<file path="src/design/lpc_pkg.sv">
package lpc_pkg;

    localparam int DEF_MAX_CENTERS = 256;
    localparam int DEF_COORD_BITS  = 16;

    localparam int NUM_DIMS  = 4;
    localparam int FIELD_W   = 16;
    localparam int ID_W      = 16;
    localparam int THR_W     = 16;
    localparam int DIMS_W    = 3;
    localparam int CFG_IDX_W = 1;
    localparam int CFG_W     = 16;
    localparam int LIMIT_W   = 2 * THR_W;

    localparam logic [CFG_IDX_W-1:0] CFG_IDX_THRESHOLD = 1'd0;
    localparam logic [CFG_IDX_W-1:0] CFG_IDX_DIMS      = 1'd1;

    localparam logic [THR_W-1:0]  THRESHOLD_RESET = '0;
    localparam logic [DIMS_W-1:0] DIMS_RESET      = 3'd3;
    localparam logic [DIMS_W-1:0] DIMS_MIN        = 3'd1;
    localparam logic [DIMS_W-1:0] DIMS_MAX        = 3'd4;
    localparam logic [ID_W-1:0]   COUNTER_MAX     = 16'hFFFF;

    typedef struct packed {
        logic load;
        logic issue;
        logic finish;
    } t_cmd;

    typedef struct packed {
        logic hit;
        logic scan_end;
        logic pipe_empty;
        logic out_free;
    } t_status;

endpackage

</file>
<file path="src/design/lpc_ctrl.sv">
module lpc_ctrl
    import lpc_pkg::*;
(
    input  logic    i_clk,
    input  logic    i_rst_n,
    input  logic    i_s_tvalid,
    output logic    o_s_tready,
    input  t_status i_status,
    output t_cmd    o_cmd
);

    typedef enum logic [1:0] {
        ST_IDLE,
        ST_SCAN,
        ST_FINISH
    } t_state;

    t_state r_state;
    t_state n_state;

    always_comb begin
        n_state      = r_state;
        o_cmd        = '0;
        o_s_tready   = 1'b0;
        unique case (r_state)
            ST_IDLE: begin
                o_s_tready = 1'b1;
                if (i_s_tvalid) begin
                    o_cmd.load = 1'b1;
                    n_state    = ST_SCAN;
                end
            end
            ST_SCAN: begin
                o_cmd.issue = 1'b1;
                if (i_status.hit || (i_status.scan_end && i_status.pipe_empty)) begin
                    n_state = ST_FINISH;
                end
            end
            ST_FINISH: begin
                // hold the result until the output register can take it
                if (i_status.out_free) begin
                    o_cmd.finish = 1'b1;
                    n_state      = ST_IDLE;
                end
            end
            default: n_state = ST_IDLE;
        endcase
    end

    always_ff @(posedge i_clk) begin
        if (!i_rst_n) begin
            r_state <= ST_IDLE;
        end else begin
            r_state <= n_state;
        end
    end

endmodule

</file>
<file path="config.mk">
export PLATFORM = sky130hd
export DESIGN_NAME = lpc_ctrl
export DESIGN_NICKNAME = d
export VERILOG_FILES = /design/src/design/lpc_pkg.sv /design/src/design/lpc_ctrl.sv
export SDC_FILE = /design/constraint.sdc
export NUM_CORES = 1
export LEC_CHECK = 0
export BUFFER_PORTS_ARGS = -buffer_cell sky130_fd_sc_hd__clkbuf_2
export CAP_MARGIN = 20
export CELL_PAD_IN_SITES_DETAIL_PLACEMENT = 2
export CELL_PAD_IN_SITES_GLOBAL_PLACEMENT = 2
export CORE_AREA = 2 2 39 41
export DETAILED_ROUTE_END_ITERATION = 12
export DIE_AREA = 0 0 41 43
export PLACE_DENSITY_LB_ADDON = 0.1
export SYNTH_ARGS = -nofsm -noshare
export SYNTH_HDL_FRONTEND = slang
export SYNTH_SLANG_ARGS = --single-unit
</file>
<file path="constraint.sdc">
create_clock -name i_clk -period 0.8 [get_ports i_clk]
set_input_delay 0 -clock i_clk [delete_from_list [all_inputs] [get_ports i_clk]]
set_output_delay 0 -clock i_clk [all_outputs]
set_load 0.01 [all_outputs]
</file>
# Word level (Yosys, flattened, before mapping)
# Cells that the tools add are included.
[totals]
regBits = 2
output_inout_bits = 4
input_bits = 7
[op_classes]
n_reduce_logical = 4
n_eq_ne = 5
n_mux = 10
[ops]
columns = ["operator", "n"]
rows = [
  ["two-way mux 1 bit", 6],
  ["two-way mux 2 bit", 3],
  ["!= test 2 bit, second input constant", 3],
  ["one-hot mux 2 bit (3 select lines)", 1],
  ["AND reduction 3 bit", 1],
  ["== test 2 x 1 -> 1 bit, second input constant", 1],
  ["== test 2 bit, second input constant", 1],
  ["logical NOT 2 bit", 1],
  ["logical AND 1 bit", 1],
  ["logical OR 1 bit", 1],
]

# Longest topological paths before layout
[logic_depth]
word_depth = 4
depth_mapped = 2

# Least setup slack after synthesis
# No wires, ideal clock.
[synth_path]
kind = "register -> register"
start = "reg r_state[1]"
end = "reg r_state[0]"
required_ns = 0.684
path_buffers = 0
stages_incl_launch_ff = 3
arrival_time_ns = 0.779
setup_ns = 0.116
path_slack_ns = -0.094
cell_sequence = "dfxtp_1 > and2b_1 > a31o_1"
[synth_between]
elab_chain_len = 3
elab_cells_between_ends = 8
[synth_rtl]
columns = ["item", "line_no", "rtl"]
rows = [
  ["start: declaration", "lpc_ctrl.sv:18", "t_state r_state;"],
  ["start signal: assignment", "lpc_ctrl.sv:54", "r_state <= n_state;"],
  ["== test 2 x 1 -> 1 bit (tied with other cells)", "lpc_ctrl.sv:25", "unique case (r_state)"],
  ["!= test 2 bit (no line)", "n/a", ""],
  ["AND reduction 3 bit (no line)", "n/a", ""],
]
# Parallel ways exist; a longest one is shown, timed or not.
# A chain may end at the register's enable or synchronous reset.

==> impl_metrics.toml <==
[layout]
instances_no_fill = 45
largest_reg_flops = 2
area_growth_pct = 112
antennaDiodeCount = 0
nFillCells = 170
seq_area_um2 = 42.5
layout-drive-gt1-share_pct = 65.5
reg_top3 = "r_state (2)"
final_common_cell = "clkbuf_2"
multi_input_area_um2 = 76.3
layout.nets = 38
layout_common_cells = "8 x clkbuf_2, 3 x clkbuf_4"
top_register = "r_state"

[timing]
fin_crit_sh_pct = 127
hold_ws_ns = 0.0656
slew_headroom_pct = 85.1
final_hold_viol_count = 0
fmax_ghz = 0.983
period_minus_slack_ns = 1.02
worst_slew_pin_slew_ns = 0.224
rsz0062_at_grt = "true"
setup_viol = 5
final_max_slew_viol_count = 0
fin_ws_ns = -0.218
skew_ns = 0.00196

[route]
routed_wl_um = 436
wl_per_cell_um = 9.69
detail_route.iter0.violations = 2
dr_wl_met2_um = 202
detail-route-antenna-nets = 0
via_per_inst = 3.73
post-route-drc-count = 0
m1WireLength_um = 160
via_count = 168
top_layer = "met4"
drt_pass1_iterations = 2
wl_met3_um = 66

[power_and_ir_drop]
total_power_mw = 0.454
p_leak_nw = 0.120
vdd_drop_max_uv = 696
power.density_nw_per_um2 = 1860

[clocking]
clkSlewWorstSetupHoldPaths_ns = 0.03
root_buffer = "clkbuf_4"
clkSinkCount = 2
numCtsBuffers = 3
clk_latency_ns = 0.23
cts_tree = "yes"
cts_max_level = 1
cts_buffer_depth = 2

[setup_path]
required_ns = 0.80
worstSetupStartpointType = "register"
path_cells = "and2b_2 > buf_6 > buf_6"
arrival_ns = 1.02
slowest_stage = "dfxtp_2"
slowest_delay_ns = 0.34
path_class = "register to output pin"
cp_top_family = "flip-flops"
regToRegStartpoint = "r_state[1]"
path_buf_inv = 2
endpoint_kind = "output pin"
cp_max_fo = 5
crit_path_frequent_cell = "buf_6"
cp-startpoint = "r_state[1]"

[floorplanning]
ios = 11
start_util_pct = 8.32
die_h_um = 43
fp.dieW_um = 41
row_count = 14
die_area_um2 = 1760
coreArea_um2 = 1380

[synth]
ys_seq_area_share_pct = 34.8
yosys_warnings = 0
syn-num-nets = 20
synth_compound_area_share_pct = 16.3
synth_simple_gate_area_share_pct = 48.9
synthXorXnorAreaFrac_pct = 0
syn_area_per_cell_um2 = 8.85
synth_fa_ha_area_share_pct = 0
synthMuxAreaShare_pct = 0
syn_area_um2 = 115
syn-instance-count = 13
yosys_register_bits = 2
synth_top_family_by_area = "simple AND/OR/NAND/NOR gates"
ys_types = 11

[place]
dp_cells = 42
gp_congestion = 0.588
port-buffer-count = 10

[worst_hold_path]
hold_class = "input port to register"
hp-start = "i_status[3]"

[run]
maxCapViolations = 0

[global_routing]
grt_pass1_wl_um = 710
antenna_found_initial = 0
first_global_vias = 175
track_usage_pct = 7.11
grt_max_degree = 6
overflow = 0

[run_status]
violations = "negative setup slack"
status = "finished, violations left"
per-stage QoR:
| stage | util (%) | setup TNS (ns) | setup WS (ns) | area [µm²] |
|---|---|---|---|---|
| global placement | 15.2 | -0.0376 | -0.0242 | 210 |
| CTS | 17.6 | -0.652 | -0.230 | 244 |
| global route | 17.6 | -0.868 | -0.263 | 244 |
| finish | 17.6 | -0.551 | -0.218 | 244 |
| detailed placement | 15.2 | -0.0616 | -0.0542 | 210 |
| floorplan | - | -0.0496 | -0.0496 | 118 |
per-layer routing:
layer	GRT usage, %	vias to the layer above
met5	0	-
met4	4.00	0
met3	9.42	2
met2	8.75	9
met1	6.07	77
li1	-	80
cell usage after synthesis:
| library cell | instances | share of area (%) |
|---|---|---|
| nand4bb_1 | 1 | 9.8 |
| nand2_1 | 1 | 3.3 |
| dfxtp_1 | 2 | 35 |
| a31o_1 | 1 | 7.6 |
| o21ai_0 | 1 | 4.3 |
| and2b_1 | 1 | 6.5 |
| and4bb_1 | 1 | 11 |
| nand3b_1 | 1 | 6.5 |
| nor2_1 | 2 | 6.5 |
| and2_1 | 1 | 5.4 |
| a21oi_1 | 1 | 4.3 |
cells by family after synthesis:
| group | after synthesis |
|---|---|
| flip-flops | 2 |
| AO/OA/AOI/OAI | 3 |
| AND/OR/NAND/NOR | 8 |
worst reg2reg max path, cell delays in order (launching register included):
cell and delay [ns]:
dfxtp_2 0.34, and2b_2 0.24, a31o_1 0.18
final timing paths:
path                end  slack (ns)  cells past startpoint
min reg2reg  r_state[1]        0.55                      2
min          r_state[1]        0.07                      3
max reg2reg  r_state[0]       -0.06                      2
max            o_cmd[1]       -0.22                      3
where the power goes:
part	total (mW)	switching (mW)	internal, mW
clock network	0.230	0.0640	0.166
registers	0.117	0.00696	0.110
logic	0.107	0.0425	0.0644
layout make-up:
class                      instances  share of cell area (%)
tap                               16                    8.21
multi-input combinational         11                    31.3
clock buffer                       3                    9.23
sequential                         2                    17.4
timing repair buffer              13                    33.8
timing repair:
| item | 4_1_cts | 5_1_grt |
|---|---|---|
| setup endpoints to repair | 6 | 6 |
| buffers inserted | 0 | 0 |
| gates resized for setup | 3 | 2 |
| hold buffers | 0 | 0 |
Note: power is estimated with default switching activity, not from simulation.
